## config.mk

```make
export PLATFORM = sky130hd
export DESIGN_NAME = ipv6_option_header_parser_top
export DESIGN_NICKNAME = d
export VERILOG_FILES = /design/src/rtl/ipv6opt_pkg.sv /design/src/rtl/ipv6opt_front.sv /design/src/rtl/ipv6opt_queue.sv /design/src/rtl/ipv6opt_back.sv /design/src/rtl/ipv6_option_header_parser_top.sv
export VERILOG_INCLUDE_DIRS = /design/src /design/src/rtl
export SDC_FILE = /design/constraint.sdc
export NUM_CORES = 1
export LEC_CHECK = 0
export ABC_CLOCK_PERIOD_IN_PS = 19050
export BUFFER_PORTS_ARGS = -buffer_cell sky130_fd_sc_hd__buf_2
export CORE_ASPECT_RATIO = 1.4
export CORE_MARGIN = 5
export CORE_UTILIZATION = 30
export DETAILED_ROUTE_END_ITERATION = 6
export PLACE_DENSITY = 0.46
export SETUP_SLACK_MARGIN = 0.3
export SLEW_MARGIN = 20
export SYNTH_ARGS = -nofsm -noshare
export SYNTH_HDL_FRONTEND = slang
export SYNTH_HIERARCHICAL = 1
export SYNTH_SLANG_ARGS = --single-unit
export TNS_END_PERCENT = 5
```

## constraint.sdc

```tcl
create_clock -name i_clk -period 19.05 [get_ports i_clk]
set_clock_uncertainty 0.15 [all_clocks]
set_input_delay 4.7625 -clock i_clk [delete_from_list [all_inputs] [get_ports i_clk]]
set_output_delay 4.7625 -clock i_clk [all_outputs]
set_load 0.01 [all_outputs]
```

## src/rtl/assert_macros.svh

```systemverilog
// Assertion macros shared by the option header parser modules.
`ifndef ASSERT_MACROS_SVH
`define ASSERT_MACROS_SVH
`ifndef NO_ASSERTIONS
// Property must hold at every clock edge outside reset.
`define ASSERT_CLK(lbl, clk, rst_n, prop) \
    lbl: assert property (@(posedge clk) disable iff (!rst_n) (prop)) \
        else $error("property violated");
// Condition must never be true at a clock edge outside reset.
`define ASSERT_NEVER(lbl, clk, rst_n, expr) \
    lbl: assert property (@(posedge clk) disable iff (!rst_n) !(expr)) \
        else $error("forbidden condition seen");
`else
`define ASSERT_CLK(lbl, clk, rst_n, prop)
`define ASSERT_NEVER(lbl, clk, rst_n, expr)
`endif
`endif

```

## src/rtl/ipv6opt_pkg.sv

```systemverilog
// Shared types and constants for the IPv6 option header parser.
`default_nettype none
package ipv6opt_pkg;

    // Result status codes.
    localparam logic [1:0] ST_FOUND   = 2'd0;
    localparam logic [1:0] ST_END     = 2'd1;
    localparam logic [1:0] ST_OVERRUN = 2'd2;
    localparam logic [1:0] ST_SHORT   = 2'd3;

    // Configuration register indexes.
    localparam logic CFG_SEARCH_MODE = 1'b0;
    localparam logic CFG_WANTED_TYPE = 1'b1;

    // Default depth of the queue between the parser and the emitter.
    localparam int QUEUE_DEPTH = 4;

    // One parsed byte's outcome: an optional report and an optional terminal word.
    typedef struct packed {
        logic        rep;
        logic [7:0]  typ;
        logic [8:0]  len;
        logic [10:0] off;
        logic        term;
        logic [1:0]  term_st;
    } t_cmd;

endpackage
`default_nettype wire

```

## src/rtl/ipv6opt_front.sv

```systemverilog
// Byte-level walker of the options header that classifies each byte into a command.
`default_nettype none
`include "assert_macros.svh"
module ipv6opt_front (
    input  wire                i_clk,
    input  wire                i_rst_n,
    input  wire                i_cfg_we,
    input  wire                i_cfg_index,
    input  wire [7:0]          i_cfg_wdata,
    input  wire                i_valid,
    output logic               o_ready,
    input  wire [7:0]          i_data_byte,
    input  wire                i_end_of_buffer,
    input  wire                i_queue_full,
    output logic               o_push,
    output ipv6opt_pkg::t_cmd  o_cmd
);
    // Walk phases.
    localparam logic [2:0] PH_NXT  = 3'd0;
    localparam logic [2:0] PH_LEN  = 3'd1;
    localparam logic [2:0] PH_TYPE = 3'd2;
    localparam logic [2:0] PH_OLEN = 3'd3;
    localparam logic [2:0] PH_DATA = 3'd4;
    localparam logic [2:0] PH_DONE = 3'd5;

    logic        r_search_mode;
    logic [7:0]  r_wanted_type;
    logic [2:0]  r_phase,  n_phase;
    logic [10:0] r_offset, n_offset;
    logic [7:0]  r_units,  n_units;
    logic [7:0]  r_cur,    n_cur;
    logic [10:0] r_start,  n_start;
    logic [7:0]  r_rem,    n_rem;

    logic        w_accept;
    logic [11:0] w_hlen;
    logic [11:0] w_units1;
    logic [11:0] w_pos;
    logic [11:0] w_pos1;
    logic        w_fin;
    logic [7:0]  w_ftype;
    logic [10:0] w_fstart;
    logic [11:0] w_total;
    logic        w_hit;
    ipv6opt_pkg::t_cmd w_cmd;

    assign o_ready  = !i_queue_full;
    assign w_accept = i_valid && o_ready;

    // Header length in bytes is (units + 1) * 8.
    assign w_units1 = {4'b0, r_units} + 12'd1;
    assign w_hlen   = {w_units1[8:0], 3'b000};
    assign w_pos    = {1'b0, r_offset};
    assign w_pos1   = w_pos + 12'd1;

    // Next-state and command decode for the current byte.
    always_comb begin
        n_phase  = r_phase;
        n_offset = r_offset;
        n_units  = r_units;
        n_cur    = r_cur;
        n_start  = r_start;
        n_rem    = r_rem;
        w_fin    = 1'b0;
        w_ftype  = r_cur;
        w_fstart = r_start;
        w_total  = '0;
        w_hit    = 1'b0;
        w_cmd    = '0;

        unique case (r_phase)
            PH_NXT: begin
                n_phase = PH_LEN;
            end
            PH_LEN: begin
                n_units = i_data_byte;
                n_phase = PH_TYPE;
            end
            PH_TYPE: begin
                n_start = r_offset;
                n_cur   = i_data_byte;
                if (i_data_byte == 8'd0) begin
                    w_fin    = 1'b1;
                    w_ftype  = i_data_byte;
                    w_fstart = r_offset;
                end else if (w_pos + 12'd2 > w_hlen) begin
                    w_cmd.term    = 1'b1;
                    w_cmd.term_st = ipv6opt_pkg::ST_OVERRUN;
                    n_phase       = PH_DONE;
                end else begin
                    n_phase = PH_OLEN;
                end
            end
            PH_OLEN: begin
                if ({1'b0, r_start} + {4'b0, i_data_byte} + 12'd2 > w_hlen) begin
                    w_cmd.term    = 1'b1;
                    w_cmd.term_st = ipv6opt_pkg::ST_OVERRUN;
                    n_phase       = PH_DONE;
                end else if (i_data_byte == 8'd0) begin
                    w_fin = 1'b1;
                end else begin
                    n_rem   = i_data_byte;
                    n_phase = PH_DATA;
                end
            end
            PH_DATA: begin
                n_rem = r_rem - 8'd1;
                if (n_rem == 8'd0) begin
                    w_fin = 1'b1;
                end
            end
            default: begin
            end
        endcase

        // Option completed on this byte: report it if it qualifies.
        if (w_fin) begin
            w_total   = w_pos1 - {1'b0, w_fstart};
            w_hit     = r_search_mode ? (w_ftype == r_wanted_type) : (w_ftype > 8'd1);
            w_cmd.rep = w_hit;
            w_cmd.typ = w_ftype;
            w_cmd.len = w_total[8:0];
            w_cmd.off = w_fstart;
            if (w_pos1 == w_hlen) begin
                w_cmd.term    = 1'b1;
                w_cmd.term_st = ipv6opt_pkg::ST_END;
                n_phase       = PH_DONE;
            end else begin
                n_phase = PH_TYPE;
            end
        end

        if (n_phase != PH_DONE) begin
            n_offset = r_offset + 11'd1;
        end

        // End of buffer: flag a short buffer if the walk is still open, then restart.
        if (i_end_of_buffer) begin
            if (n_phase != PH_DONE) begin
                w_cmd.term    = 1'b1;
                w_cmd.term_st = ipv6opt_pkg::ST_SHORT;
            end
            n_phase  = PH_NXT;
            n_offset = '0;
            n_units  = '0;
            n_cur    = '0;
            n_start  = '0;
            n_rem    = '0;
        end
    end

    assign o_push = w_accept && (w_cmd.rep || w_cmd.term);
    assign o_cmd  = w_cmd;

    // Configuration registers.
    always_ff @(posedge i_clk) begin
        if (!i_rst_n) begin
            r_search_mode <= 1'b0;
            r_wanted_type <= 8'd0;
        end else if (i_cfg_we) begin
            case (i_cfg_index)
                ipv6opt_pkg::CFG_SEARCH_MODE: r_search_mode <= i_cfg_wdata[0];
                ipv6opt_pkg::CFG_WANTED_TYPE: r_wanted_type <= i_cfg_wdata;
                default: begin
                end
            endcase
        end
    end

    // Walk state, advanced once per accepted word.
    always_ff @(posedge i_clk) begin
        if (!i_rst_n) begin
            r_phase  <= PH_NXT;
            r_offset <= '0;
            r_units  <= '0;
            r_cur    <= '0;
            r_start  <= '0;
            r_rem    <= '0;
        end else if (w_accept) begin
            r_phase  <= n_phase;
            r_offset <= n_offset;
            r_units  <= n_units;
            r_cur    <= n_cur;
            r_start  <= n_start;
            r_rem    <= n_rem;
        end
    end

    // An overrun can only come from a type or length byte.
    `ASSERT_CLK(a_overrun_src, i_clk, i_rst_n, (o_push && o_cmd.term && (o_cmd.term_st == ipv6opt_pkg::ST_OVERRUN)) |-> ((r_phase == PH_TYPE) || (r_phase == PH_OLEN)))
    // A reported option always has a nonzero length.
    `ASSERT_CLK(a_rep_len, i_clk, i_rst_n, (o_push && o_cmd.rep) |-> (o_cmd.len != 9'd0))
    // Nothing is pushed while the queue is full.
    `ASSERT_NEVER(a_no_push_full, i_clk, i_rst_n, o_push && i_queue_full)

endmodule
`default_nettype wire

```

## src/rtl/ipv6opt_queue.sv

```systemverilog
// Small command queue that decouples the byte walker from the result emitter.
`default_nettype none
`include "assert_macros.svh"
module ipv6opt_queue #(
    parameter int DEPTH = ipv6opt_pkg::QUEUE_DEPTH
) (
    input  wire                i_clk,
    input  wire                i_rst_n,
    input  wire                i_push,
    input  ipv6opt_pkg::t_cmd  i_cmd,
    output logic               o_full,
    input  wire                i_pop,
    output logic               o_head_valid,
    output ipv6opt_pkg::t_cmd  o_head
);
    localparam int PTR_W = (DEPTH > 1) ? $clog2(DEPTH) : 1;
    localparam int CNT_W = $clog2(DEPTH + 1);

    ipv6opt_pkg::t_cmd r_mem [DEPTH];
    logic [PTR_W-1:0]  r_wr_ptr;
    logic [PTR_W-1:0]  r_rd_ptr;
    logic [CNT_W-1:0]  r_count;

    assign o_full       = (r_count == CNT_W'(DEPTH));
    assign o_head_valid = (r_count != '0);
    assign o_head       = r_mem[r_rd_ptr];

    // Storage write.
    always_ff @(posedge i_clk) begin
        if (i_push) begin
            r_mem[r_wr_ptr] <= i_cmd;
        end
    end

    // Pointers and fill count.
    always_ff @(posedge i_clk) begin
        if (!i_rst_n) begin
            r_wr_ptr <= '0;
            r_rd_ptr <= '0;
            r_count  <= '0;
        end else begin
            if (i_push) begin
                r_wr_ptr <= (r_wr_ptr == PTR_W'(DEPTH - 1)) ? '0 : r_wr_ptr + PTR_W'(1);
            end
            if (i_pop) begin
                r_rd_ptr <= (r_rd_ptr == PTR_W'(DEPTH - 1)) ? '0 : r_rd_ptr + PTR_W'(1);
            end
            if (i_push && !i_pop) begin
                r_count <= r_count + CNT_W'(1);
            end else if (i_pop && !i_push) begin
                r_count <= r_count - CNT_W'(1);
            end
        end
    end

    // Never read from an empty queue.
    `ASSERT_NEVER(a_no_pop_empty, i_clk, i_rst_n, i_pop && !o_head_valid)

endmodule
`default_nettype wire

```

## src/rtl/ipv6opt_back.sv

```systemverilog
// Result emitter that turns queued commands into one or two output words.
`default_nettype none
`include "assert_macros.svh"
module ipv6opt_back (
    input  wire                i_clk,
    input  wire                i_rst_n,
    input  wire                i_head_valid,
    input  ipv6opt_pkg::t_cmd  i_head,
    output logic               o_pop,
    output logic               o_valid,
    input  wire                i_ready,
    output logic [1:0]         o_status,
    output logic [7:0]         o_option_type,
    output logic [8:0]         o_option_length,
    output logic [10:0]        o_option_offset,
    output logic               o_final_result
);
    logic        r_valid;
    logic        r_half;
    logic        n_half;
    logic [1:0]  r_status,  n_status;
    logic [7:0]  r_type,    n_type;
    logic [8:0]  r_length,  n_length;
    logic [10:0] r_offset,  n_offset;
    logic        r_final,   n_final;
    logic        w_load;

    // Output register takes a new word whenever it is empty or being drained.
    assign w_load = i_head_valid && (!r_valid || i_ready);

    // Pick the report first, then the terminal word of the same command.
    always_comb begin
        n_half   = r_half;
        n_status = ipv6opt_pkg::ST_FOUND;
        n_type   = '0;
        n_length = '0;
        n_offset = '0;
        n_final  = 1'b0;
        o_pop    = 1'b0;
        if (i_head.rep && !r_half) begin
            n_type   = i_head.typ;
            n_length = i_head.len;
            n_offset = i_head.off;
            if (i_head.term) begin
                n_half = 1'b1;
            end else begin
                o_pop = w_load;
            end
        end else begin
            n_status = i_head.term_st;
            n_final  = 1'b1;
            n_half   = 1'b0;
            o_pop    = w_load;
        end
    end

    always_ff @(posedge i_clk) begin
        if (!i_rst_n) begin
            r_valid <= 1'b0;
            r_half  <= 1'b0;
        end else begin
            if (w_load) begin
                r_valid <= 1'b1;
                r_half  <= n_half;
            end else if (i_ready) begin
                r_valid <= 1'b0;
            end
        end
    end

    // Output payload.
    always_ff @(posedge i_clk) begin
        if (w_load) begin
            r_status <= n_status;
            r_type   <= n_type;
            r_length <= n_length;
            r_offset <= n_offset;
            r_final  <= n_final;
        end
    end

    assign o_valid         = r_valid;
    assign o_status        = r_status;
    assign o_option_type   = r_type;
    assign o_option_length = r_length;
    assign o_option_offset = r_offset;
    assign o_final_result  = r_final;

    // Mid-command only while a report-plus-terminal command sits at the head.
    `ASSERT_CLK(a_half_head, i_clk, i_rst_n, r_half |-> (i_head_valid && i_head.rep && i_head.term))

endmodule
`default_nettype wire

```

## src/rtl/ipv6_option_header_parser_top.sv

```systemverilog
// Top level of the IPv6 hop-by-hop / destination options header parser.
// Input channel: one header byte per word (i_data_byte, i_end_of_buffer) on
// i_valid / o_ready. Output channel: result words (status, option type,
// length, offset, final flag) on o_valid / i_ready.
// Configuration: i_cfg_we writes i_cfg_wdata to register i_cfg_index
// (0 search mode, 1 wanted type) at the clock edge; write only while idle.
// A byte is walked in the cycle it is accepted, so bytes stream at one per
// cycle while the queue is not full. A byte that yields results places one
// command in a queue of QUEUE_DEPTH entries; the emitter drains it at one
// result word per cycle while the receiver is ready, so a byte with two
// results uses two output words. A result is stored in the queue and then in
// the output register, and the second result of a byte follows the first.
// When the receiver stalls, the output word holds, the queue fills, and
// o_ready drops once the queue is full.
// Reset (synchronous, i_rst_n low) clears the walk, the queue, the output
// valid flag and both configuration registers.
`default_nettype none
module ipv6_option_header_parser_top #(
    parameter int QUEUE_DEPTH = ipv6opt_pkg::QUEUE_DEPTH
) (
    input  wire         i_clk,
    input  wire         i_rst_n,
    input  wire         i_cfg_we,
    input  wire         i_cfg_index,
    input  wire [7:0]   i_cfg_wdata,
    input  wire         i_valid,
    output logic        o_ready,
    input  wire [7:0]   i_data_byte,
    input  wire         i_end_of_buffer,
    output logic        o_valid,
    input  wire         i_ready,
    output logic [1:0]  o_status,
    output logic [7:0]  o_option_type,
    output logic [8:0]  o_option_length,
    output logic [10:0] o_option_offset,
    output logic        o_final_result
);
    logic              w_push;
    logic              w_full;
    logic              w_pop;
    logic              w_head_valid;
    ipv6opt_pkg::t_cmd w_cmd;
    ipv6opt_pkg::t_cmd w_head;

    // Byte walker.
    ipv6opt_front u_front (
        .i_clk           (i_clk),
        .i_rst_n         (i_rst_n),
        .i_cfg_we        (i_cfg_we),
        .i_cfg_index     (i_cfg_index),
        .i_cfg_wdata     (i_cfg_wdata),
        .i_valid         (i_valid),
        .o_ready         (o_ready),
        .i_data_byte     (i_data_byte),
        .i_end_of_buffer (i_end_of_buffer),
        .i_queue_full    (w_full),
        .o_push          (w_push),
        .o_cmd           (w_cmd)
    );

    // Command queue.
    ipv6opt_queue #(
        .DEPTH (QUEUE_DEPTH)
    ) u_queue (
        .i_clk        (i_clk),
        .i_rst_n      (i_rst_n),
        .i_push       (w_push),
        .i_cmd        (w_cmd),
        .o_full       (w_full),
        .i_pop        (w_pop),
        .o_head_valid (w_head_valid),
        .o_head       (w_head)
    );

    // Result emitter.
    ipv6opt_back u_back (
        .i_clk           (i_clk),
        .i_rst_n         (i_rst_n),
        .i_head_valid    (w_head_valid),
        .i_head          (w_head),
        .o_pop           (w_pop),
        .o_valid         (o_valid),
        .i_ready         (i_ready),
        .o_status        (o_status),
        .o_option_type   (o_option_type),
        .o_option_length (o_option_length),
        .o_option_offset (o_option_offset),
        .o_final_result  (o_final_result)
    );

endmodule
`default_nettype wire

```

==> reports/metrics.yaml <==
run_status: "complete, no violations"
cts_max_level: 1
antenna_found_initial: 0
dp_worst_slack_ns: 7.467
crit_family: "compound AO/OA/AOI/OAI gates"
timing.critical_path.required_ns: 19.35
critical_path.endpoint_type: "flip-flop"
timing.final.setup_violations: 0
antennaDiodeCount: 0
fin_total_pwr_uw: 1372
core_area_um2: 37630
ys.warnings.count: 6
cts_tree: "done"
grt_pass1_vias: 7639
hpwl_um: 19470
post_cts.repair.setup_buffers: 0
ant_nets: 0
slew_at_the_pin_closest_to_its_max_slew_limit_ns: 1.021
synth_flop_type: "edfxtp_1"
synth-seq-area-share_pct: 53.82
worst-path-buf-inv: 5
drt_pass1_iterations: 4
drt-vias-per-instance: 5.014
post_synth_instance_area_um2: 11440
rows: 84
synth-edff-count: 159
clk-insertion-delay-late_ns: 0.53
ys_async_sr_fraction_pct: 0
worstSetupStartpoint: "i_data_byte[1]"
post-route-util_pct: 34.49
finish.net_count: 1068
ys_types: 80
cts_root_buffer: "clkbuf_16"
tritoncts.num_buffers: 25
area_growth_syn_to_layout_pct: 13.48
leakage_uw: 0.004741
synthDominantCellAreaShare_pct: 41.75
die_height_um: 241.0
routed_wl_um: 27950
groute.usage.overall_pct: 13.25
worst_r2r_startpoint: "u_front/r_start[1]$_SDFFE_PN0P_"
postSynthAreaPerCell_um2: 12.21
synth_fp_nets: 1018
synth_largest_area_cell: "edfxtp_1"
synthTopCellsByArea: "edfxtp_1, dfxtp_1, ha_1"
num-fill-cells: 3832
final_min_period_over_clock_period_pct: 56.91
max_stage_delay_ns: 0.85
drt-initial-drc-count: 348
start_kind: "primary input"
timing.max_slew.rel_slack_pct: 31.89
worstHoldPathType: "reg -> reg"
die_area_um2: 42180
worst_slack_setup_final_ns: 8.209
start_util_pct: 30.40
max_freq_ghz: 0.09224
min_period_ns: 10.84
cts.clk_slew.worst_paths_ns: 0.06
postSynthCellCount: 937
final.hold.worst_slack_ns: 0.3488
path_max_fanout: 16
overflow: 0
critPathSlowestCell: "o32ai_2"
tns_ns: 0
holdBufCountCts: 0
ios: 56
vias: 7411
cts_max_path_buffers: 3
ys_ff_latch: 228
power-per-cell-area_nw_per_um2: 105.7
grt_max_degree: 49
ctsResizeCount: 0
worst_ir_drop_vdd_mv: 0.06245
cp.arrival_ns: 11.14
grt_pass1_wl_um: 44010
gp_weighted_congestion: 0.8094
port_buffers: 55
finalMaxSlewViolations: 0
mostFrequentLayoutCell: "edfxtp_1"
finalHoldViolCount: 0
dieWidth_um: 175.0
setup_repair_after_global_routing_missed_its_margin: "no"
final_cell_mix: "edfxtp_1, nor2_1, dfxtp_1"
worst-setup-path-type: "in -> reg"
wl_per_cell_um: 18.91
hold_path_startpoint: "u_front/r_wanted_type[1]$_SDFFE_PN0P_"
cap_violations: 0
cts.sink_count: 228
drc: 0
final_layout_size_suffix_gt1_share_pct: 15.72
[worst min-delay path, cell delays in order, from the launching register on]
cell     delay (ns)
dfxtp_1        0.33
nand2_1        0.06
a21oi_1        0.05
[power breakdown]
part,total [µW],switching (µW),internal [µW]
combinational,264,150,114
clock,488,195,293
sequential,620,20.3,600
total,1370,366,1010
[stage by stage]
stage / cell area (µm²) / std cells
floorplan: 11440 / 937
global placement: 12150 / 1433
detailed placement: 12160 / 1433
CTS: 12980 / 1478
global route: 12980 / 1478
finish: 12980 / 1478
[synthesized netlist by cell type, types with 16 or more instances]
| master | count |
|---|---|
| a21oi_1 | 42 |
| nor3b_1 | 16 |
| nand3_1 | 21 |
| dfxtp_1 | 69 |
| nor3_1 | 20 |
| nand2_1 | 36 |
| ha_1 | 55 |
| nor2_1 | 85 |
| xnor2_1 | 22 |
| clkbuf_1 | 24 |
| and2_1 | 46 |
| o21ai_0 | 25 |
| mux4_2 | 30 |
| a22oi_1 | 20 |
| inv_1 | 41 |
| edfxtp_1 | 159 |
[cell type report]
cell class | instances | area (µm²) | area share [%]
flip-flops and latches | 228 | 6157 | 47.44
multi-input cells | 625 | 4898 | 37.74
clock buffers | 34 | 689.4 | 5.312
well taps | 473 | 591.8 | 4.560
repair buffers | 66 | 357.8 | 2.757
inverters | 41 | 153.9 | 1.186
clock inverters | 11 | 130.1 | 1.003
[layer usage]
layer / global-route usage (%) / vias to the layer above / wire (µm)
met5: 0 / - / 0
met1: 15.76 / 3627 / 11520
met3: 2.068 / 43 / 1090
li1: - / 3608 / -
met4: 5.002 / 0 / 877
met2: 24.19 / 133 / 14460
[logic make-up (layout without fill, tap and decap cells)]
family	count (synthesis)	in the layout	share of synthesized area, %
mux	47	47	7.713
buf+inv	84	152	3.577
xor+xnor	40	40	3.435
compound gates	169	169	10.14
fa+ha+maj	58	58	6.542
simple gates	311	311	14.77
flops	228	228	53.82
[worst paths after layout]
path                                      endpoint  slack, ns  cells after the start
min          u_front/r_wanted_type[1]$_SDFFE_PN0P_       0.35                      2
max                u_queue/r_count[2]$_SDFFE_PN0P_       8.21                     30
min reg2reg  u_front/r_wanted_type[1]$_SDFFE_PN0P_       0.35                      2
max reg2reg        u_queue/r_count[2]$_SDFFE_PN0P_      12.16                     29
[registers in the layout, summed over array words and instances, names as in the netlist, 2 cells and up, named ones only]
name,flops
u_front/r_units,8
u_queue/r_mem,128
u_back/o_option_type,8
u_queue/r_wr_ptr,2
u_front/r_cur,8
u_front/r_phase,3
u_queue/r_count,3
u_back/o_status,2
u_front/r_offset,11
u_front/r_start,11
u_queue/r_rd_ptr,2
u_back/o_option_length,9
u_front/r_wanted_type,8
u_front/r_rem,8
u_back/o_option_offset,11
(Power assumes the default switching activity.)
